--- src/hdl/assert_macros.svh ---
// Assertion macros used by the RTL top level, rgb_pixel_blend_unit.sv.
`ifndef ASSERT_MACROS_SVH
`define ASSERT_MACROS_SVH

// Clocked check, held off while reset is low.
`define ASSERT_CLK(label, prop, msg) \
  label: assert property (@(posedge clk) disable iff (!rst_n) prop) else $error(msg);

// Condition that must never be seen at a clock edge.
`define ASSERT_NEVER(label, expr, msg) \
  `ASSERT_CLK(label, !(expr), msg)

`endif

--- src/hdl/rpb_pkg.sv ---
// Types and constants of the RGB pixel blend unit.
package rpb_pkg;

  localparam int unsigned NUM_CH = 3;
  localparam int unsigned CH_BLUE = 0;
  localparam int unsigned CH_GREEN = 1;
  localparam int unsigned CH_RED = 2;

  typedef enum logic [2:0] {
    MODE_MULTIPLY = 3'd0,
    MODE_SUBTRACT = 3'd1,
    MODE_SCREEN   = 3'd2,
    MODE_OVERLAY  = 3'd3,
    MODE_ADD      = 3'd4,
    MODE_SCALE    = 3'd5
  } blend_mode_t;

  typedef enum logic [2:0] {
    CFG_BLEND_MODE   = 3'd0,
    CFG_OFFSET_RED   = 3'd1,
    CFG_OFFSET_GREEN = 3'd2,
    CFG_OFFSET_BLUE  = 3'd3,
    CFG_GAIN_RED     = 3'd4,
    CFG_GAIN_GREEN   = 3'd5,
    CFG_GAIN_BLUE    = 3'd6
  } cfg_index_t;

  // How a channel's product turns into its result.
  typedef enum logic [1:0] {
    KIND_DIV  = 2'd0,  // round(v / 255)
    KIND_INV  = 2'd1,  // 255 - round(v / 255)
    KIND_SAT  = 2'd2,  // product clamped at 255
    KIND_PASS = 2'd3   // value already final
  } kind_t;

  localparam logic [7:0] GAIN_RESET = 8'd1;
  localparam logic [16:0] ROUND_BIAS = 17'd127;
  localparam logic [17:0] DIVISOR = 18'd255;
  localparam logic [17:0] REM_LIMIT = 18'd510;

  typedef struct packed {
    logic [15:0] prod;
    logic        dbl;
    kind_t       kind;
    logic [7:0]  direct;
  } chan_s1_t;

  typedef struct packed {
    logic [16:0] v;
    kind_t       kind;
    logic [7:0]  direct;
  } chan_s2_t;

  typedef struct packed {
    logic [16:0] v;
    logic [8:0]  q0;
    kind_t       kind;
    logic [7:0]  direct;
  } chan_s3_t;

endpackage

--- src/hdl/rgb_pixel_blend_unit.sv ---
// Top level: four-stage pipelined per-channel pixel blender.
// A request passes registers s1_r, s2_r, s3_r and res_r before its result is valid.
// Throughput: one pixel per cycle while out_ready is high; stage 1 multiplier, stages 2-4 divide by 255.
// A stalled output holds its stage; earlier stages keep filling until full.
// Reset (rst_n low, synchronous) empties the pipeline and loads mode 0,
// offsets 0 and gains 1.
`include "assert_macros.svh"

module rgb_pixel_blend_unit import rpb_pkg::*; (
  input  logic       clk,
  input  logic       rst_n,
  input  logic       cfg_we,
  input  logic [2:0] cfg_index,
  input  logic [7:0] cfg_data,
  input  logic       in_valid,
  output logic       in_ready,
  input  logic [7:0] in_top_blue,
  input  logic [7:0] in_top_green,
  input  logic [7:0] in_top_red,
  input  logic [7:0] in_bottom_blue,
  input  logic [7:0] in_bottom_green,
  input  logic [7:0] in_bottom_red,
  output logic       out_valid,
  input  logic       out_ready,
  output logic [7:0] out_blue,
  output logic [7:0] out_green,
  output logic [7:0] out_red
);

  logic [2:0] mode_r;
  logic [NUM_CH-1:0][7:0] offset_r;
  logic [NUM_CH-1:0][7:0] gain_r;

  always_ff @(posedge clk) begin
    if (!rst_n) begin
      mode_r <= MODE_MULTIPLY;
      offset_r <= '0;
      gain_r <= {NUM_CH{GAIN_RESET}};
    end else if (cfg_we) begin
      unique case (cfg_index)
        CFG_BLEND_MODE:   mode_r <= cfg_data[2:0];
        CFG_OFFSET_RED:   offset_r[CH_RED] <= cfg_data;
        CFG_OFFSET_GREEN: offset_r[CH_GREEN] <= cfg_data;
        CFG_OFFSET_BLUE:  offset_r[CH_BLUE] <= cfg_data;
        CFG_GAIN_RED:     gain_r[CH_RED] <= cfg_data;
        CFG_GAIN_GREEN:   gain_r[CH_GREEN] <= cfg_data;
        CFG_GAIN_BLUE:    gain_r[CH_BLUE] <= cfg_data;
        default: ;
      endcase
    end
  end

  // Pipeline flow control
  logic s1_v_r, s2_v_r, s3_v_r, s4_v_r;
  logic adv1, adv2, adv3, adv4;
  logic pipe_full;

  assign adv4 = !s4_v_r || out_ready;
  assign adv3 = !s3_v_r || adv4;
  assign adv2 = !s2_v_r || adv3;
  assign adv1 = !s1_v_r || adv2;
  assign in_ready = adv1;
  assign out_valid = s4_v_r;
  assign pipe_full = s1_v_r && s2_v_r && s3_v_r && s4_v_r;

  always_ff @(posedge clk) begin
    if (!rst_n) begin
      s1_v_r <= 1'b0;
      s2_v_r <= 1'b0;
      s3_v_r <= 1'b0;
      s4_v_r <= 1'b0;
    end else begin
      if (adv1) s1_v_r <= in_valid;
      if (adv2) s2_v_r <= s1_v_r;
      if (adv3) s3_v_r <= s2_v_r;
      if (adv4) s4_v_r <= s3_v_r;
    end
  end

  // Stage 1: operand select and multiply
  logic [NUM_CH-1:0][7:0] top_a, bot_b;
  chan_s1_t [NUM_CH-1:0] s1_nxt, s1_r;

  assign top_a[CH_BLUE] = in_top_blue;
  assign top_a[CH_GREEN] = in_top_green;
  assign top_a[CH_RED] = in_top_red;
  assign bot_b[CH_BLUE] = in_bottom_blue;
  assign bot_b[CH_GREEN] = in_bottom_green;
  assign bot_b[CH_RED] = in_bottom_red;

  always_comb begin
    logic [7:0] a, b, x, y;
    logic [8:0] sum;
    for (int c = 0; c < NUM_CH; c++) begin
      a = top_a[c];
      b = bot_b[c];
      sum = {1'b0, a} + {1'b0, offset_r[c]};
      x = a;
      y = b;
      s1_nxt[c].dbl = 1'b0;
      s1_nxt[c].kind = KIND_PASS;
      s1_nxt[c].direct = a;
      unique case (mode_r)
        MODE_MULTIPLY: s1_nxt[c].kind = KIND_DIV;
        MODE_SUBTRACT: s1_nxt[c].direct = (a > b) ? a - b : 8'd0;
        MODE_SCREEN: begin
          x = ~a;
          y = ~b;
          s1_nxt[c].kind = KIND_INV;
        end
        MODE_OVERLAY: begin
          s1_nxt[c].dbl = 1'b1;
          if (b[7]) begin
            x = ~a;
            y = ~b;
            s1_nxt[c].kind = KIND_INV;
          end else begin
            s1_nxt[c].kind = KIND_DIV;
          end
        end
        MODE_ADD: s1_nxt[c].direct = sum[8] ? 8'hff : sum[7:0];
        MODE_SCALE: begin
          y = gain_r[c];
          s1_nxt[c].kind = KIND_SAT;
        end
        default: ;
      endcase
      s1_nxt[c].prod = {8'd0, x} * {8'd0, y};
    end
  end

  always_ff @(posedge clk) begin
    if (adv1) s1_r <= s1_nxt;
  end

  // Stage 2: overlay doubling, rounding bias, scale saturation
  chan_s2_t [NUM_CH-1:0] s2_nxt, s2_r;

  always_comb begin
    for (int c = 0; c < NUM_CH; c++) begin
      s2_nxt[c].v = ({1'b0, s1_r[c].prod} << s1_r[c].dbl) + ROUND_BIAS;
      s2_nxt[c].kind = s1_r[c].kind;
      s2_nxt[c].direct = s1_r[c].direct;
      if (s1_r[c].kind == KIND_SAT) begin
        s2_nxt[c].kind = KIND_PASS;
        s2_nxt[c].direct = (s1_r[c].prod[15:8] != 8'd0) ? 8'hff : s1_r[c].prod[7:0];
      end
    end
  end

  always_ff @(posedge clk) begin
    if (adv2) s2_r <= s2_nxt;
  end

  // Stage 3: quotient estimate v*257/65536, low by at most one
  chan_s3_t [NUM_CH-1:0] s3_nxt, s3_r;

  always_comb begin
    logic [25:0] est;
    for (int c = 0; c < NUM_CH; c++) begin
      est = {9'd0, s2_r[c].v} + {1'b0, s2_r[c].v, 8'd0};
      s3_nxt[c].v = s2_r[c].v;
      s3_nxt[c].q0 = est[24:16];
      s3_nxt[c].kind = s2_r[c].kind;
      s3_nxt[c].direct = s2_r[c].direct;
    end
  end

  always_ff @(posedge clk) begin
    if (adv3) s3_r <= s3_nxt;
  end

  // Stage 4: remainder correction and final select
  logic [NUM_CH-1:0][17:0] rem;
  logic [NUM_CH-1:0] rem_hi;
  logic [NUM_CH-1:0][7:0] res_nxt, res_r;

  always_comb begin
    logic [8:0] q;
    for (int c = 0; c < NUM_CH; c++) begin
      rem[c] = {1'b0, s3_r[c].v} - {1'b0, s3_r[c].q0, 8'd0} + {9'd0, s3_r[c].q0};
      rem_hi[c] = (rem[c] >= REM_LIMIT);
      q = s3_r[c].q0 + {8'd0, (rem[c] >= DIVISOR)};
      unique case (s3_r[c].kind)
        KIND_DIV: res_nxt[c] = q[7:0];
        KIND_INV: res_nxt[c] = ~q[7:0];
        default:  res_nxt[c] = s3_r[c].direct;
      endcase
    end
  end

  always_ff @(posedge clk) begin
    if (adv4) res_r <= res_nxt;
  end

  assign out_blue = res_r[CH_BLUE];
  assign out_green = res_r[CH_GREEN];
  assign out_red = res_r[CH_RED];

  `ASSERT_CLK(a_s1_hold, s1_v_r && !adv2 |=> s1_v_r && $stable(s1_r), "stalled stage 1 changed")
  `ASSERT_NEVER(a_rem_range, s3_v_r && (|rem_hi), "quotient estimate off by more than one")
  `ASSERT_NEVER(a_full_stall, pipe_full && !out_ready && in_ready, "full pipeline took a request")

endmodule
--- config.mk ---
export PLATFORM = sky130hd
export DESIGN_NAME = rgb_pixel_blend_unit
export DESIGN_NICKNAME = d
export VERILOG_FILES = /design/src/hdl/rpb_pkg.sv /design/src/hdl/rgb_pixel_blend_unit.sv
export VERILOG_INCLUDE_DIRS = /design/src /design/src/hdl
export SDC_FILE = /design/constraint.sdc
export NUM_CORES = 1
export LEC_CHECK = 0
export ABC_AREA = 1
export BUFFER_PORTS_ARGS = -buffer_cell sky130_fd_sc_hd__buf_4
export CELL_PAD_IN_SITES_DETAIL_PLACEMENT = 0
export CELL_PAD_IN_SITES_GLOBAL_PLACEMENT = 1
export CORE_ASPECT_RATIO = 1.4
export CORE_MARGIN = 2
export CORE_UTILIZATION = 35
export DETAILED_ROUTE_END_ITERATION = 10
export GPL_TIMING_DRIVEN = 0
export HOLD_SLACK_MARGIN = 0.12
export PLACE_DENSITY = 0.67
export SYNTH_ARGS = -nofsm -noshare
export SYNTH_HDL_FRONTEND = slang
export SYNTH_SLANG_ARGS = --single-unit
--- constraint.sdc ---
create_clock -name clk -period 6 [get_ports clk]
set_input_delay 0.3 -clock clk [delete_from_list [all_inputs] [get_ports clk]]
set_output_delay 0.3 -clock clk [all_outputs]
set_load 0.02 [all_outputs]
==> results.ini, run 1 <==
[sta]
hold_viol_final=0
setup_violations=0
timing.final.crit_share_pct=93.82
min_period_ns=5.629
slew-limit-headroom_pct=15.87
maxSlewViolCount=0
fmax_mhz=177.6
worst_pin_slew_ns=1.250
finalClockSkew_ns=0.01827
setup-tns-final_ns=0

[clock_network]
cts_max_path_buffers=3
cts_tree=built
cts_max_level=2
cts_sinks=345
clockRootBuffer=clkbuf_16
cts_buffers=39
path_clk_slew_ns=0.06
clkLatencyLatePin_ns=0.57

[drt]
drc=0
viasPerCell=4.611
ant_nets=0
via_count=20930
wl_per_cell_microns=14.93
routed_wl_microns=67790
drt_pass1_iterations=5
dr.first_iter.drc_count=959

[critical_path]
crit_type=reg2reg
crit_required_ns=6.29
crit_family=adder cells
critical_path.cell_chain=inv_2 -> nor3_4 -> inv_2 -> nor2_1 -> nor2_4 -> inv_2 -> o21ai_1 -> nand2_1 -> fa_1 -> fa_1 -> inv_1 -> fa_1 -> inv_1 -> fa_1 -> inv_1 -> ha_1 -> a21oi_1 -> o21ai_0 -> a21oi_1 -> o21ai_0 -> xor2_1
cp_slowest_cell=fa_1
start_kind=flop
slowest_delay_ns=0.55
crit_top_cell=fa_1
cp-end-kind=flop
arrival_ns=5.92
worstPathMaxFanout=8
critPathBufInv=6

[power_and_ir_drop]
switchingPower_mw=6.842
power_density_nw_per_um2=489.1
p_int_mw=8.465
ir_worst_vdd_mv=0.2153
p_leak_nw=15.73
power_frac_comb_pct=57.7
power_frac_seq_pct=26.7
clkPwrFrac_pct=15.6
finalPower_mw=15.31
sw_frac_of_total_pct=44.70

[grt]
grt_use_total_pct=17.12
grt_max_degree=82
overflow=0
grt_pass1_vias=21090
antenna_found_initial=0
grt_pass1_wl_microns=109400

[yosys]
yosysWarnings=0
ys_ff_latch=345
synth_area_sq_um=27600
syn_avg_cell_area_sq_um=8.370
synth_top_area_share_pct=31.56
yosysUniqueCellTypes=51
yosysTopAreaCell=edfxtp_1
ys_seq_area_share_pct=35.55
synth_ff_type=edfxtp_1
synthCells=3297
synth_edf_count=290
yosys-top-cells-area=edfxtp_1 32%, ha_1 13%, nand2_1 9.4%
synth-async-reset-ratio_pct=0
mappedNetlistNets=3763

[status]
status=complete, no violations

[floorplan]
dieHeight_microns=336.2
die_x_microns=241.3
core_sq_um=77970
rows=121
ioPinCount=90
start_util_pct=35.39
die-area_sq_um=81140

[placement]
dp_hpwl_microns=56260
gp_congestion=0.8696
dpl_cell_area_sq_um=29640
port_buffers=89

[layout]
drive_above_1_share_pct=7.439
fin_util_pct=40.14
diodes=0
fin_nets=3930
area_growth_pct=13.42
stdcell_area_sq_um=31300
fillers=7943

[hold_path]
hp-class=in2reg

[run]
drv_cap=0

-- cells by family after synthesis --
kind of cell | after synthesis | synth area share (%)
and+or+nand+nor | 1212 | 18.13
buffers and inverters | 716 | 9.989
AOI/OAI and AO/OA | 455 | 9.612
adders and majority gates | 402 | 21.41
DFF | 345 | 35.55
xor gates and xnor gates | 164 | 5.205
muxes | 3 | 0.1088
-- cell usage in the layout (no fill, tap or decap), drive strengths merged, types with 2 or more instances in the layout --
cell / n
a21boi: 6
a21o: 7
a21oi: 164
a221o: 12
a22oi: 16
a31oi: 30
and2: 3
buf: 119
bufinv: 3
clkbuf: 70
clkinv: 14
clkinvlp: 6
dfxtp: 55
dlygate4sd3: 19
edfxtp: 290
fa: 117
ha: 285
inv: 683
mux2i: 3
nand2: 689
nand3: 122
nand3b: 13
nand4: 33
nor2: 293
nor3: 37
nor4: 5
o2111ai: 5
o211ai: 16
o21a: 5
o21ai: 160
o21bai: 9
o22ai: 5
o31ai: 17
or2: 14
or3: 2
xnor2: 54
xor2: 110
-- cell type report --
type / instances / area, sq um / share of cell area, %
Timing Repair Buffer: 126 / 1023 / 3.270
Sequential cell: 345 / 9811 / 31.35
Clock inverter: 25 / 251.5 / 0.8035
Clock buffer: 47 / 1039 / 3.318
Tap cell: 1045 / 1308 / 4.177
Buffer: 35 / 206.4 / 0.6596
Inverter: 681 / 2561 / 8.183
Multi-Input combinational cell: 2236 / 15100 / 48.24
-- power by group through the flow --
stage	Combinational [mW]	Sequential (mW)	Clock [mW]
finish	8.83	4.09	2.38
global route	10.4	4.19	2.55
CTS	8.94	4.11	2.45
detailed placement	8.86	4.16	0
global placement	8.86	4.15	0
floorplan	6.80	4.07	0
-- layer usage --
layer | global-route usage (%) | vias to the layer above | wire length (microns)
met5 | 0 | - | 0
met1 | 20.30 | 9532 | 29120
met3 | 1.880 | 107 | 1767
li1 | - | 11030 | -
met4 | 5.477 | 0 | 2103
met2 | 31.88 | 263 | 34800
-- worst reg2reg max path, delay by kind of cell, from the launching register on --
family | cells | cell delay, ns
adder cells (fa/ha/maj) | 5 | 2.46
AO/OA/AOI/OAI | 5 | 1.23
AND/OR/NAND/NOR | 4 | 0.59
buffers and inverters | 6 | 0.58
flip-flops | 1 | 0.34
XOR/XNOR | 1 | 0.17
-- cells in the mapped netlist (2+ instances only) --
library cell,instances
nand2_1,688
inv_1,660
edfxtp_1,290
ha_1,285
nor2_1,282
a21oi_1,164
o21ai_0,133
nand3_1,121
fa_1,117
xor2_1,110
dfxtp_1,55
xnor2_1,54
nor3_1,35
nand4_1,33
a31oi_1,30
clkbuf_1,23
o21ai_1,21
o31ai_1,17
a22oi_1,16
inv_2,16
nand3b_1,13
or2_2,13
a221o_1,12
nor2_2,10
o211ai_1,10
o21bai_1,9
buf_6,8
a21o_1,7
a21boi_0,6
o211ai_2,6
o21ai_2,6
clkinv_1,5
nor4_1,5
o2111ai_1,5
o21a_1,5
o22ai_1,5
and2_1,3
mux2i_1,3
buf_4,2
nor3_2,2
or3_4,2
-- flip-flops by register name (all words and copies together) (netlist names), 3 cells and up --
name and count:
s3_r 108, s2_r 81, s1_r 77, gain_r 24
offset_r 24, out_blue 8, out_green 8, out_red 8
mode_r 3
-- metrics by stage --
stage	worst slack, ns	instances	hold WS (ns)
finish	0.3708	4540	0.1599
global route	-0.002964	4540	0.1332
CTS	0.007809	4532	0.1229
detailed placement	-0.1245	4434	0.4054
global placement	-1.718	4431	0.4014
floorplan	0.2269	3297	0.4003
-- path summary, 6_finish.rpt --
path / to / slack [ns] / cells past startpoint / startpoint
max: s1_r[23] / 0.37 / 21 / mode_r[1]
min reg2reg: s3_r[40] / 0.42 / 0 / s2_r[31]
max reg2reg: s1_r[23] / 0.37 / 21 / mode_r[1]
min: s1_r[59] / 0.16 / 3 / in_top_red[5]
-- what timing repair did --
| item | in CTS | in global routing |
|---|---|---|
| pin swaps | 3 | 3 |
| resized for setup | 1 | 22 |
| setup buffers | 7 | 8 |
| endpoints found under the hold margin | 59 | 0 |
| setup endpoints to repair | 1 | 9 |
| hold buffers | 19 | 0 |
No activity file was read; power rests on OpenSTA's default activity.
==> run 2: changes to the inputs <==
--- a/config.mk
+++ b/config.mk
@@ -12,11 +12,11 @@
 export CELL_PAD_IN_SITES_GLOBAL_PLACEMENT = 1
 export CORE_ASPECT_RATIO = 1.4
 export CORE_MARGIN = 2
-export CORE_UTILIZATION = 35
+export CORE_UTILIZATION = 44
 export DETAILED_ROUTE_END_ITERATION = 10
 export GPL_TIMING_DRIVEN = 0
 export HOLD_SLACK_MARGIN = 0.12
-export PLACE_DENSITY = 0.67
+export PLACE_DENSITY = 0.81
 export SYNTH_ARGS = -nofsm -noshare
 export SYNTH_HDL_FRONTEND = slang
 export SYNTH_SLANG_ARGS = --single-unit
==> results.ini, run 2 (synthesis results as in run 1) <==
[status]
status=complete, no violations

[floorplan]
die-area_sq_um=64760
die_x_microns=215.7
start_util_pct=44.49
rows=108
dieHeight_microns=300.3
core_sq_um=62020
ioPinCount=90

[critical_path]
r2r_setup_slack_ns=0.32
cp-end-kind=flop
crit_required_ns=6.31
slowest_delay_ns=0.54
worstPathMaxFanout=5
cp_slowest_cell=fa_1
crit_type=reg2reg
startpoint=mode_r[1]
start_kind=flop
arrival_ns=5.99
critical_path.cell_chain=inv_2 -> nand2_1 -> nor2_2 -> inv_1 -> nand2_2 -> inv_1 -> o21ai_1 -> nand2_2 -> inv_1 -> nor2_1 -> fa_1 -> fa_1 -> fa_1 -> inv_1 -> fa_1 -> inv_1 -> ha_1 -> a21oi_1 -> o21ai_0 -> a31oi_1 -> o21ai_0 -> xor2_1
worstReg2RegStart=mode_r[1]
crit_top_cell=inv_1

[layout]
stdcell_count=4317
final_common_cell=nand2_1
final_cell_mix=684 x nand2_1, 658 x inv_1, 290 x edfxtp_1
fillers=6051
area_growth_pct=12.15
largest_reg_flops=108
diodes=0
stdcell_area_sq_um=30950
drive_above_1_share_pct=7.073
largestRegisters=s3_r x108, s2_r x81, s1_r x77
fin_nets=3932
top_register=s3_r

[drt]
drt_pass1_iterations=5
drc=0
via_count=21080
wl_per_cell_microns=14.76
ant_nets=0
routed_wl_microns=63730
viasPerCell=4.883
dr.first_iter.drc_count=1168

[sta]
hold_viol_final=0
maxSlewViolCount=0
slew-limit-headroom_pct=9.688
min_period_ns=5.684
whs_ns=0.1446
timing.final.crit_share_pct=94.73
worst_pin_slew_ns=1.342
finalClockSkew_ns=0.01907
setup-tns-final_ns=0
setup_violations=0
rsz0062_at_grt=no
fmax_mhz=175.9

[power_and_ir_drop]
p_leak_nw=15.70
power_density_nw_per_um2=487.0
ir_worst_vdd_mv=0.2204

[clock_network]
cts_buffers=36
cts_tree=built
cts_max_level=2
path_clk_slew_ns=0.06
clkLatencyLatePin_ns=0.58
clockRootBuffer=clkbuf_16
cts_max_path_buffers=3
cts_sinks=345

[grt]
overflow=0
antenna_found_initial=0
grt_pass1_wl_microns=104800
grt_pass1_vias=21100
grt_use_total_pct=20.13
grt_max_degree=82

[placement]
placedCellCount=4213
gp_congestion=0.9251
port_buffers=89
dpl_cell_area_sq_um=29360
dp_hpwl_microns=52360

[run]
drv_cap=0

[hold_path]
hp-class=in2reg
hp-start=in_top_red[2]

==> run 2: where the power goes <==
| part | switching (mW) | internal, mW |
|---|---|---|
| clock network | 0.941 | 1.29 |
| registers | 0.446 | 3.64 |
| logic | 5.33 | 3.43 |
| total | 6.71 | 8.36 |
==> run 2: final cells by class <==
| class | instances | area, sq um | share of cell area (%) |
|---|---|---|---|
| buffer | 35 | 201.4 | 0.6509 |
| clock buffer | 46 | 968.4 | 3.129 |
| clock inverter | 18 | 205.2 | 0.6631 |
| inverter | 681 | 2561 | 8.276 |
| multi-input combinational | 2236 | 15090 | 48.76 |
| sequential | 345 | 9809 | 31.70 |
| tap | 825 | 1032 | 3.335 |
| timing repair buffer | 131 | 1079 | 3.485 |
==> run 2: worst max-delay path: cells and delay by family, from the launching register on <==
kind                     cells  cell delay, ns
flip-flops                   1            0.34
adder cells (fa/ha/maj)      5            2.43
AND/OR/NAND/NOR              5            0.76
XOR/XNOR                     1            0.15
AO/OA/AOI/OAI                5            1.01
buffers and inverters        6            0.74
==> run 2: worst paths after layout <==
| kind | end | cells after the start |
|---|---|---|
| worst max-delay path | s1_r[24] | 22 |
| worst min-delay path | s1_r[56] | 3 |
| worst max register to register | s1_r[24] | 22 |
| worst min register to register | s3_r[36] | 0 |
==> run 2: what timing repair did <==
action,in CTS,in global routing
endpoints found under the setup margin,3,9
pin swaps,1,5
setup buffers,2,13
hold endpoints to repair,64,0
resized for setup,2,16
hold buffers,25,0
==> run 2: per-layer routing <==
| layer | global-route usage, % | wire (microns) |
|---|---|---|
| met2 | 37.63 | 32420 |
| met4 | 7.800 | 2416 |
| met3 | 2.266 | 2004 |
| met5 | 0 | 0 |
| met1 | 23.42 | 26890 |
==> run 2: stage by stage <==
step | total power [mW] | utilization, % | setup WS (ns)
global route | 16.79 | 49.90 | 0.03354
global placement | 12.80 | 47.23 | -1.461
floorplan | 10.87 | - | 0.2269
finish | 15.07 | 49.90 | 0.3161
CTS | 15.21 | 49.66 | 0.02490
detailed placement | 12.89 | 47.33 | -0.2212
